### config.mk
export PLATFORM = sky130hd
export DESIGN_NAME = below_threshold_clip_with_crossings_top_flat
export DESIGN_NICKNAME = d
export VERILOG_FILES = /design/src/sv/btc_pkg.sv /design/src/sv/btc_if.sv /design/src/sv/below_threshold_clip_with_crossings_top.sv /design/src/flat_wrapper.sv
export VERILOG_INCLUDE_DIRS = /design/src /design/src/sv
export SDC_FILE = /design/constraint.sdc
export NUM_CORES = 2
export LEC_CHECK = 0
export BUFFER_PORTS_ARGS = -buffer_cell sky130_fd_sc_hd__buf_2
export CORE_ASPECT_RATIO = 0.8
export CORE_UTILIZATION = 51
export CTS_CLUSTER_SIZE = 28
export DETAILED_ROUTE_END_ITERATION = 6
export PLACE_DENSITY = 0.81
export SLEW_MARGIN = 10
export SYNTH_ARGS = -nofsm -noshare
export SYNTH_HDL_FRONTEND = slang
export SYNTH_SLANG_ARGS = --single-unit
### constraint.sdc
create_clock -name i_clk -period 6.7 [get_ports i_clk]
set_input_delay 0.67 -clock i_clk [delete_from_list [all_inputs] [get_ports i_clk]]
set_output_delay 0.67 -clock i_clk [all_outputs]
set_load 0.005 [all_outputs]
### src/sv/assert_macros.svh
`ifndef ASSERT_MACROS_SVH
`define ASSERT_MACROS_SVH

// clocked property check, disabled while reset is held
`define ASSERT_CLK(label, clk, rst_n, prop, msg) \
    label: assert property (@(posedge clk) disable iff (!rst_n) prop) \
        else $error(msg);

// condition that must never be seen at a clock edge
`define ASSERT_NEVER(label, clk, rst_n, expr, msg) \
    `ASSERT_CLK(label, clk, rst_n, !(expr), msg)

`endif

### src/sv/btc_pkg.sv
`default_nettype none

package btc_pkg;

    localparam int SAMPLE_X_W = 32;
    localparam int SAMPLE_Y_W = 16;
    localparam int OUT_X_W    = 40;
    localparam int OUT_Y_W    = 18;
    localparam int CFG_W      = 17;
    localparam int CFG_IDX_W  = 2;

    localparam int X_FRAC_BITS_DEF = 8;

    localparam logic [15:0] Y_MIN_RST    = 16'd0;
    localparam logic [15:0] Y_RANGE_RST  = 16'd65535;
    localparam logic [16:0] FRACTION_RST = 17'd6554;

    localparam logic [CFG_IDX_W-1:0] CFG_Y_MIN    = 2'd0;
    localparam logic [CFG_IDX_W-1:0] CFG_Y_RANGE  = 2'd1;
    localparam logic [CFG_IDX_W-1:0] CFG_FRACTION = 2'd2;

endpackage

`default_nettype wire

### src/sv/btc_if.sv
`default_nettype none

interface btc_in_if import btc_pkg::*; ();
    logic                         valid;
    logic                         ready;
    logic        [SAMPLE_X_W-1:0] sample_x;
    logic signed [SAMPLE_Y_W-1:0] sample_y;
    logic                         start_series;

    modport source (output valid, output sample_x, output sample_y, output start_series,
                     input ready);
    modport sink (input valid, input sample_x, input sample_y, input start_series,
                   output ready);
endinterface

interface btc_out_if import btc_pkg::*; ();
    logic                      valid;
    logic                      ready;
    logic        [OUT_X_W-1:0] out_x;
    logic signed [OUT_Y_W-1:0] out_y;
    logic                      is_crossing;
    logic                      last_of_item;

    modport source (output valid, output out_x, output out_y, output is_crossing,
                     output last_of_item, input ready);
    modport sink (input valid, input out_x, input out_y, input is_crossing,
                   input last_of_item, output ready);
endinterface

`default_nettype wire

### src/sv/below_threshold_clip_with_crossings_top.sv
// a kept sample passes S_MUL, S_CMP and S_EMIT to reach the output register after its item is accepted,
// a crossing passes S_MUL, S_CMP, S_DIV and S_EMIT; S_EMIT waits while the output register is full
// items do not overlap: a new item is accepted only in S_IDLE, once the last one is done, and a kept
// sample that follows a crossing is emitted from S_EMIT2 after the crossing
// reset: synchronous, active low; clears the sequencer, the previous-sample valid and below flags and
// the output valid flag, and loads the three configuration registers with their defaults
`default_nettype none

`include "assert_macros.svh"

module below_threshold_clip_with_crossings_top import btc_pkg::*; #(
    parameter int X_FRAC_BITS = X_FRAC_BITS_DEF
) (
    input  wire                  i_clk,
    input  wire                  i_rst_n,
    input  wire                  i_cfg_we,
    input  wire [CFG_IDX_W-1:0]  i_cfg_idx,
    input  wire [CFG_W-1:0]      i_cfg_data,
    btc_in_if.sink               i_in,
    btc_out_if.source            o_out
);

    localparam int DXW   = SAMPLE_X_W + X_FRAC_BITS;
    localparam int CNT_W = $clog2(DXW + 1);

    typedef enum logic [2:0] {
        S_IDLE,
        S_MUL,
        S_CMP,
        S_DIV,
        S_EMIT,
        S_EMIT2
    } t_state;

    t_state r_state;

    // configuration
    logic [15:0] r_y_min;
    logic [15:0] r_y_range;
    logic [16:0] r_fraction;

    // previous sample
    logic [31:0] r_prev_x;
    logic [15:0] r_prev_y;
    logic        r_prev_valid;
    logic        r_below;

    // item in flight
    logic [31:0] r_x;
    logic [15:0] r_y;
    logic        r_start;
    logic [31:0] r_base_x;
    logic [32:0] r_p;
    logic [17:0] r_lvl;
    logic        r_cross;
    logic        r_kept;

    // divider
    logic [31:0]    r_num;
    logic [31:0]    r_den;
    logic [31:0]    r_rem;
    logic [DXW-1:0] r_quo;
    logic [DXW-1:0] r_dx;
    logic [CNT_W-1:0] r_cnt;

    // output register
    logic               r_out_valid;
    logic [OUT_X_W-1:0] r_out_x;
    logic [OUT_Y_W-1:0] r_out_y;
    logic               r_out_cross;
    logic               r_out_last;

    logic [16:0] c_ydiff;
    logic        c_below;
    logic [16:0] c_dy;
    logic [16:0] c_dy_abs;
    logic [15:0] c_den16;
    logic [16:0] c_ymp;
    logic [35:0] c_num_raw;
    logic [35:0] c_num_adj;
    logic        c_in_seg;
    logic        c_prev_ok;
    logic        c_cross;
    logic        c_kept;
    logic [18:0] c_lvl;

    logic        c_bit;
    logic [33:0] c_r2;
    logic [33:0] c_d1;
    logic [33:0] c_d2;
    logic        c_ge1;
    logic        c_ge2;
    logic [33:0] c_rem_nx;
    logic [1:0]  c_digit;

    logic [55:0] c_cross_x;
    logic [55:0] c_kept_x;
    logic        c_out_free;
    logic        c_emit;

    // level comparison and crossing set-up
    always_comb begin
        c_prev_ok = r_prev_valid && !r_start;
        c_ydiff   = {r_y[15], r_y} - {r_y_min[15], r_y_min};
        c_below   = $signed({c_ydiff[16], c_ydiff, 16'd0}) < $signed({1'b0, r_p});
        c_dy      = {r_y[15], r_y} - {r_prev_y[15], r_prev_y};
        c_dy_abs  = c_dy[16] ? (17'd0 - c_dy) : c_dy;
        c_den16   = c_dy_abs[15:0];
        c_ymp     = {r_y_min[15], r_y_min} - {r_prev_y[15], r_prev_y};
        c_num_raw = {{3{c_ymp[16]}}, c_ymp, 16'd0} + {3'b000, r_p};
        c_num_adj = c_dy[16] ? (36'd0 - c_num_raw) : c_num_raw;
        // crossing only counts when it falls inside the segment
        c_in_seg  = !c_num_adj[35] && (c_num_adj <= {4'd0, c_den16, 16'd0});
        c_cross   = c_prev_ok && (c_below != r_below) && (c_dy != 17'd0)
                    && (r_x > r_prev_x) && c_in_seg;
        c_kept    = c_prev_ok && c_below;
        c_lvl     = {{3{r_y_min[15]}}, r_y_min} + {2'b00, r_p[32:16]};
    end

    // one quotient digit per cycle, remainder kept below the divisor
    always_comb begin
        c_bit    = r_dx[DXW-1];
        c_r2     = {1'b0, r_rem, 1'b0} + (c_bit ? {2'b00, r_num} : 34'd0);
        c_d1     = {2'b00, r_den};
        c_d2     = {1'b0, r_den, 1'b0};
        c_ge2    = c_r2 >= c_d2;
        c_ge1    = c_r2 >= c_d1;
        c_rem_nx = c_ge2 ? (c_r2 - c_d2) : (c_ge1 ? (c_r2 - c_d1) : c_r2);
        c_digit  = c_ge2 ? 2'd2 : {1'b0, c_ge1};
    end

    assign c_cross_x  = (56'(r_base_x) << X_FRAC_BITS) + 56'(r_quo);
    assign c_kept_x   = 56'(r_x) << X_FRAC_BITS;
    assign c_out_free = !r_out_valid || o_out.ready;
    assign c_emit     = ((r_state == S_EMIT) || (r_state == S_EMIT2)) && c_out_free;

    always_ff @(posedge i_clk) begin
        if (!i_rst_n) begin
            r_y_min    <= Y_MIN_RST;
            r_y_range  <= Y_RANGE_RST;
            r_fraction <= FRACTION_RST;
        end else if (i_cfg_we) begin
            case (i_cfg_idx)
                CFG_Y_MIN:    r_y_min    <= i_cfg_data[15:0];
                CFG_Y_RANGE:  r_y_range  <= i_cfg_data[15:0];
                CFG_FRACTION: r_fraction <= i_cfg_data;
                default: ;
            endcase
        end
    end

    always_ff @(posedge i_clk) begin
        if (!i_rst_n) begin
            r_state      <= S_IDLE;
            r_prev_valid <= 1'b0;
            r_below      <= 1'b0;
            r_out_valid  <= 1'b0;
        end else begin
            if (c_emit) begin
                r_out_valid <= 1'b1;
            end else if (o_out.ready) begin
                r_out_valid <= 1'b0;
            end
            case (r_state)
                S_IDLE: begin
                    if (i_in.valid) begin
                        r_x     <= i_in.sample_x;
                        r_y     <= i_in.sample_y;
                        r_start <= i_in.start_series;
                        r_state <= S_MUL;
                    end
                end
                S_MUL: begin
                    r_p     <= 33'(r_fraction) * 33'(r_y_range);
                    r_state <= S_CMP;
                end
                S_CMP: begin
                    r_cross      <= c_cross;
                    r_kept       <= c_kept;
                    r_lvl        <= c_lvl[17:0];
                    r_base_x     <= r_prev_x;
                    r_num        <= c_num_adj[31:0];
                    r_den        <= {c_den16, 16'd0};
                    r_rem        <= 32'd0;
                    r_quo        <= '0;
                    r_dx         <= DXW'(r_x - r_prev_x) << X_FRAC_BITS;
                    r_cnt        <= CNT_W'(DXW);
                    r_below      <= c_prev_ok && c_below;
                    r_prev_x     <= r_x;
                    r_prev_y     <= r_y;
                    r_prev_valid <= 1'b1;
                    if (c_cross) begin
                        r_state <= S_DIV;
                    end else if (c_kept) begin
                        r_state <= S_EMIT;
                    end else begin
                        r_state <= S_IDLE;
                    end
                end
                S_DIV: begin
                    r_rem <= c_rem_nx[31:0];
                    r_quo <= (r_quo << 1) + DXW'(c_digit);
                    r_dx  <= r_dx << 1;
                    r_cnt <= r_cnt - CNT_W'(1);
                    if (r_cnt == CNT_W'(1)) begin
                        r_state <= S_EMIT;
                    end
                end
                S_EMIT: begin
                    if (c_out_free) begin
                        if (r_cross) begin
                            r_out_x     <= c_cross_x[OUT_X_W-1:0];
                            r_out_y     <= r_lvl;
                            r_out_cross <= 1'b1;
                            r_out_last  <= !r_kept;
                            r_state     <= r_kept ? S_EMIT2 : S_IDLE;
                        end else begin
                            r_out_x     <= c_kept_x[OUT_X_W-1:0];
                            r_out_y     <= {{2{r_y[15]}}, r_y};
                            r_out_cross <= 1'b0;
                            r_out_last  <= 1'b1;
                            r_state     <= S_IDLE;
                        end
                    end
                end
                S_EMIT2: begin
                    if (c_out_free) begin
                        r_out_x     <= c_kept_x[OUT_X_W-1:0];
                        r_out_y     <= {{2{r_y[15]}}, r_y};
                        r_out_cross <= 1'b0;
                        r_out_last  <= 1'b1;
                        r_state     <= S_IDLE;
                    end
                end
                default: begin
                    r_state <= S_IDLE;
                end
            endcase
        end
    end

    assign i_in.ready         = (r_state == S_IDLE);
    assign o_out.valid        = r_out_valid;
    assign o_out.out_x        = r_out_x;
    assign o_out.out_y        = r_out_y;
    assign o_out.is_crossing  = r_out_cross;
    assign o_out.last_of_item = r_out_last;

    `ASSERT_CLK(a_kept_is_last, i_clk, i_rst_n, (o_out.valid && !o_out.is_crossing) |-> o_out.last_of_item, "kept sample not marked last of its item")
    `ASSERT_CLK(a_rem_below_den, i_clk, i_rst_n, (r_state == S_DIV) |-> (r_rem < r_den), "divider remainder reached the divisor")
    `ASSERT_NEVER(a_orphan_crossing, i_clk, i_rst_n, o_out.valid && o_out.is_crossing && !o_out.last_of_item && (r_state != S_EMIT2), "crossing waits for a kept sample that is not pending")

endmodule

`default_nettype wire

### src/flat_wrapper.sv
// flat-port wrapper written by rule: the top's interface ports become plain ports
module below_threshold_clip_with_crossings_top_flat import btc_pkg::*;
#(
    parameter int X_FRAC_BITS = X_FRAC_BITS_DEF
)
  (i_clk, i_rst_n, i_cfg_we, i_cfg_idx, i_cfg_data, i_in_valid, i_in_sample_x, i_in_sample_y, i_in_start_series, i_in_ready, o_out_valid, o_out_out_x, o_out_out_y, o_out_is_crossing, o_out_last_of_item, o_out_ready);
  btc_in_if i_in_i ();
  btc_out_if o_out_i ();
  input  wire i_clk;
  input  wire i_rst_n;
  input  wire i_cfg_we;
  input  wire [CFG_IDX_W-1:0] i_cfg_idx;
  input  wire [CFG_W-1:0] i_cfg_data;
  input wire logic [$bits(i_in_i.valid)-1:0] i_in_valid;
  input wire logic [$bits(i_in_i.sample_x)-1:0] i_in_sample_x;
  input wire logic [$bits(i_in_i.sample_y)-1:0] i_in_sample_y;
  input wire logic [$bits(i_in_i.start_series)-1:0] i_in_start_series;
  output wire logic [$bits(i_in_i.ready)-1:0] i_in_ready;
  output wire logic [$bits(o_out_i.valid)-1:0] o_out_valid;
  output wire logic [$bits(o_out_i.out_x)-1:0] o_out_out_x;
  output wire logic [$bits(o_out_i.out_y)-1:0] o_out_out_y;
  output wire logic [$bits(o_out_i.is_crossing)-1:0] o_out_is_crossing;
  output wire logic [$bits(o_out_i.last_of_item)-1:0] o_out_last_of_item;
  input wire logic [$bits(o_out_i.ready)-1:0] o_out_ready;
  assign i_in_i.valid = i_in_valid;
  assign i_in_i.sample_x = i_in_sample_x;
  assign i_in_i.sample_y = i_in_sample_y;
  assign i_in_i.start_series = i_in_start_series;
  assign i_in_ready = i_in_i.ready;
  assign o_out_valid = o_out_i.valid;
  assign o_out_out_x = o_out_i.out_x;
  assign o_out_out_y = o_out_i.out_y;
  assign o_out_is_crossing = o_out_i.is_crossing;
  assign o_out_last_of_item = o_out_i.last_of_item;
  assign o_out_i.ready = o_out_ready;
  below_threshold_clip_with_crossings_top #(.X_FRAC_BITS(X_FRAC_BITS)) u_core (.i_clk(i_clk), .i_rst_n(i_rst_n), .i_cfg_we(i_cfg_we), .i_cfg_idx(i_cfg_idx), .i_cfg_data(i_cfg_data), .i_in(i_in_i), .o_out(o_out_i));
endmodule
Word-level counts from Yosys, hierarchy flattened
Cells that the tools add are included.

Output and inout port bits: 62. Bits in registers: 463. Word-level logic and storage cells: 126. Bits of input ports: 73.

Multiplexer cells: 37. Reductions and logical operators: 29. $add $sub $neg: 14. Magnitude comparators: 5. $mul: 1. Equal/unequal tests: 13.

Operators with widths (count): one-hot mux 40 bit (2 select lines) (3); two-way mux 40 bit (3); two-way mux 32 bit (3); subtractor 32 bit (3); one-hot mux 32 bit (2 select lines) (1); two-way mux 18 bit (3); subtractor 16 x 16 -> 17 bit (3); adder 40 x 2 -> 40 bit (1); adder 40 bit (1); <= comparator 36 x 32 -> 1 bit (1); two-way mux 36 bit (1); one-hot mux 18 bit (2 select lines) (1); subtractor 1 x 36 -> 36 bit, first input constant (1); adder 33 x 34 -> 35 bit (1); adder 33 x 32 -> 34 bit (1); greater-or-equal comparator 34 x 32 -> 1 bit (1); greater-or-equal comparator 34 x 33 -> 1 bit (1); less-than comparator 33 x 34 -> 1 bit (1); multiplier 17 x 16 -> 33 bit (1); > comparator 32 bit (1); two-way mux 3 bit (8); adder 16 x 18 -> 18 bit (1); one-hot mux 3 bit (6 select lines) (1); nonzero test 17 bit (1); other kinds (25) (56).

Logic depth before layout (Yosys ltp)
Depth in word-level cells: 9. Gate-level depth with buffers: 34.

Worst setup path before layout
No wires, ideal clock.

Kind: reg-to-reg. Start point: register u_core.r_dx[39]. End point: register u_core.r_quo[37], data pin. Period minus slack after synthesis: 6.445 ns. Stages on the path, launching flop included: 33. Arrival: 6.179 ns. Path buffers: 1. Slack: 0.255 ns. Setup time: 0.266 ns. Path through: edfxtp_1 > clkbuf_1 > and2_1 > ha_1 > inv_1 > fa_1 > nand2b_1 > a21o_1 > a21boi_1 > o211ai_1 > o31ai_1 > a2111oi_0 > o21bai_1 > a21oi_1 > xnor2_1 > ha_1 > nand3_1 > nor2_1 > nand4_1 > mux2i_1 > nand4_1 > o21a_1 > inv_1 > ha_1 > ha_1 > nand3_1 > or2_2 > nor4_1 > nand2_1 > nor2_1 > nand3_1 > xor2_1 > nor2_1.

Longest elaborated chain between the ends: 6. Elaborated cells on any way between the ends: 7. Those cells by class: add/sub (2); order compare (2); mux (3).

Ends and longest elaborated chain: from (decl) (RTL line below_threshold_clip_with_crossings_top.sv:63) `logic [DXW-1:0] r_dx;`; from (signal assigned) (RTL line below_threshold_clip_with_crossings_top.sv:186) `r_dx <= DXW'(r_x - r_prev_x) << X_FRAC_BITS;`; from (signal assigned) (RTL line below_threshold_clip_with_crossings_top.sv:203) `r_dx <= r_dx << 1;`; two-way mux 32 bit (*) (RTL line below_threshold_clip_with_crossings_top.sv:123) `c_r2 = {1'b0, r_rem, 1'b0} + (c_bit ? {2'b00, r_num} : 34'd0);`; adder 33 x 32 -> 34 bit (*) (RTL line below_threshold_clip_with_crossings_top.sv:123); greater-or-equal comparator 34 x 32 -> 1 bit or greater-or-equal comparator 34 x 33 -> 1 bit (tied branches) (RTL line below_threshold_clip_with_crossings_top.sv:127, below_threshold_clip_with_crossings_top.sv:126); two-way mux 2 bit (*) (RTL line below_threshold_clip_with_crossings_top.sv:129) `c_digit = c_ge2 ? 2'd2 : {1'b0, c_ge1};`; adder 40 x 2 -> 40 bit (*) (RTL line below_threshold_clip_with_crossings_top.sv:202) `r_quo <= (r_quo << 1) + DXW'(c_digit);`; one-hot mux 40 bit (2 select lines) (*) (RTL line below_threshold_clip_with_crossings_top.sv:164) `case (r_state)`; to (signal assigned) (RTL line below_threshold_clip_with_crossings_top.sv:202); to (decl) (RTL line below_threshold_clip_with_crossings_top.sv:62) `logic [DXW-1:0] r_quo;`.

Mark *: on every way between the ends. The rest lies on a longest branch, timed or not. A chain may end at the register's enable or synchronous reset.

Worst setup path in the final report
Start point: register u_core.r_dx[39]. End point: register u_core.r_quo[38], data pin.

The elaborated chain is that of the path after synthesis.

==> out/metrics.yaml <==
logic_synthesis:
  synth_most_common_cell: "nand2_1"
  netlist_area_mm2: 0.0374
  synth_common_cells: "nand2_1, inv_1, edfxtp_1"
  async_flop_share_pct: 0
  synth_flop_cell: "edfxtp_1"
  synth.avg_cell_area_um2: 9.62
  yosysTopAreaCell: "edfxtp_1"
  synth-edff-count: 400
  ys_ff_latch: 455
  synth_top_area_share_pct: 32.1
  synth_cell_types: 89
  yosys_warnings: 0
  synth_area_leaders: "edfxtp_1, ha_1, fa_1"
  syn_nets: 4533
  syn_inst: 3889
  ys_seq_area_share_pct: 35.1
sta:
  slew_headroom_pct: 10.9
  period_needed_ps: 6410
  setup_violations: 0
  hold_viol_final: 0
  final_max_slew_viol_count: 0
  max_clock_freq_ghz: 0.156
  skew_ps: 34.1
  tightest_slew_ps: 1320
  timing.setup.tns_ps: 0
  fin_crit_sh_pct: 95.7
placement:
  gp_congestion: 0.983
  dpl.cell_count: 4964
  io_buffer_count: 134
  place_hpwl_um: 75200
floorplan:
  std_cell_rows: 88
  start_util_pct: 51.7
  dieArea_mm2: 0.0744
  dieWidth_um: 305
  die_h_um: 244
  core_area_mm2: 0.0723
  ios: 135
run:
  drv_cap: 0
clock_network:
  cts_tree: "yes"
  cts_made_buffers: 48
  cts.clk_slew.worst_paths_ps: 70
  cts_root_buf: "clkbuf_16"
  cts_max_level: 2
  cts_sinks: 455
  cts_max_path_buffers: 3
  holdBufCountCts: 0
  clk-insertion-delay-late_ps: 610
setup_path:
  startpoint_type: "flip-flop"
  cp.required_ps: 7010
  cp.arrival_ps: 6730
  timing.rr.start: "u_core.r_dx[39]"
  startpoint: "u_core.r_dx[39]"
  crit_fanout: 16
  crit_type: "flip-flop to flip-flop"
  slowest_delay_ps: 410
  crit_slowest_cell: "ha_2"
  endpoint_kind: "flip-flop"
drt:
  drcViolationCount: 0
  routedWlPerCell_um: 19.4
  drt_wl_total_um: 98200
  drt-initial-drc-count: 3233
  via_count: 30100
  viasPerCell: 5.93
  firstDrtPassIters: 6
  detail-route-antenna-nets: 0
pwr:
  total_leakage_power_nw: 18.2
  powerDensity_mw_per_mm2: 467
  finalPower_mw: 19.5
  ir_drop_mv: 0.898
global_routing:
  grt_max_degree: 87
  grt_overflow: 0
  grt_pass1_vias: 28800
  grt_usage_pct: 25.9
  antenna_found_initial: 0
  grt_pass1_wl_um: 155000
final_layout:
  syn_to_final_growth_pct: 11.8
  n_fill_cell: 5770
  nets: 4725
  multiInputGateArea_mm2: 0.0225
  antenna_cells: 0
  drive_above_1_share_pct: 10.8
  seqCellArea_mm2: 0.0132
  final_cells: 5066
hold_path:
  hp-start: "i_in_sample_x[21]"
  hold_path_class: "primary input to flip-flop"
run_status:
  status: "finished, final reports clean"
-- cells by family after synthesis --
| logic type | share of synthesized area [%] |
|---|---|
| xor gates and xnor gates | 6.49 |
| AOI/OAI and AO/OA | 13.2 |
| adders and majority gates | 23.5 |
| and+or+nand+nor | 16.0 |
| muxes | 0.304 |
| DFF | 35.1 |
| buffers and inverters | 5.40 |
-- critical path, delay by kind of cell (launching register included) --
kind | cells | cell delay (ps)
and+or+nand+nor | 11 | 1130
xor gates and xnor gates | 2 | 480
adders and majority gates | 4 | 1200
AOI/OAI and AO/OA | 10 | 2030
buffers and inverters | 7 | 900
DFF | 1 | 390
-- stage by stage --
stage | area [µm²] | hold WS, ps | util (%) | setup slack, ps
2_1_floorplan | 37400 | 426 | - | 255
3_3_place_gp | 39700 | 432 | 54.9 | 150
3_5_place_dp | 39700 | 432 | 54.9 | -67.4
4_1_cts | 41500 | 215 | 57.3 | 2.89
5_1_grt | 41800 | 221 | 57.8 | -97.7
6_report | 41800 | 238 | 57.8 | 286
-- power breakdown --
part           leakage [nW]  switching (mW)  internal (mW)
combinational          13.3            7.02           5.33
clock                 0.839            1.22           1.69
sequential             4.10           0.274           3.98
-- cells in the final DEF, fill, tap and decap left out, drive strengths merged, types with 22 or more instances in the layout --
| cell | n |
|---|---|
| nor2 | 227 |
| o21a | 37 |
| a31oi | 27 |
| fa | 218 |
| nor3 | 50 |
| ha | 353 |
| and2 | 137 |
| a211oi | 33 |
| a21boi | 37 |
| nand2b | 30 |
| inv | 425 |
| dfxtp | 55 |
| clkbuf | 59 |
| edfxtp | 400 |
| nand2 | 516 |
| xnor2 | 174 |
| o21ai | 192 |
| o21bai | 25 |
| buf | 258 |
| a21oi | 205 |
| xor2 | 103 |
| nand3 | 95 |
| nor2b | 36 |
| nand4 | 36 |
| and3 | 45 |
| a21o | 76 |
| o211ai | 22 |
-- final cells by class --
| class | count | share of cell area [%] |
|---|---|---|
| flip-flops and latches | 455 | 31.5 |
| well taps | 945 | 2.83 |
| clock inverters | 32 | 1.01 |
| repair buffers | 259 | 3.95 |
| inverters | 420 | 3.77 |
| multi-input cells | 2897 | 53.9 |
| clock buffers | 58 | 3.06 |
-- worst paths after layout --
check	to	slack (ps)	cells after the start
setup / recovery	u_core.r_quo[38]	290	34
hold / removal	u_core.r_x[21]	240	1
setup reg to reg	u_core.r_quo[38]	290	34
hold reg to reg	u_core.r_base_x[31]	450	0
-- sequential cells by signal, summed over array words and instances, names as in the netlist, 3 cells and up --
name / flops
u_core.o_out.out_x: 40
u_core.r_quo: 40
u_core.r_p: 33
u_core.r_base_x: 32
u_core.r_dx: 32
u_core.r_num: 32
u_core.r_prev_x: 32
u_core.r_rem: 32
u_core.r_x: 32
u_core.o_out.out_y: 18
u_core.r_lvl: 18
u_core.r_fraction: 17
u_core.r_den: 16
u_core.r_prev_y: 16
u_core.r_y: 16
u_core.r_y_min: 16
u_core.r_y_range: 16
u_core.r_cnt: 6
u_core.r_state: 3
-- routing by layer --
layer | part of all wire (%) | vias to the layer above | track usage (%)
met1 | 43 | 14500 | 37.2
li1 | - | 13900 | -
met2 | 44 | 1444 | 40.2
met5 | 0 | - | 0
met4 | 3.3 | 0 | 8.29
met3 | 9.3 | 207 | 3.86
-- repair_timing --
item / 4_1_cts / 5_1_grt
gates resized for setup: 7 / 74
pin swaps: 0 / 20
cloned: 0 / 1
setup endpoints to repair: 6 / 36
buffers inserted: 0 / 11
(Power assumes the default switching activity.)
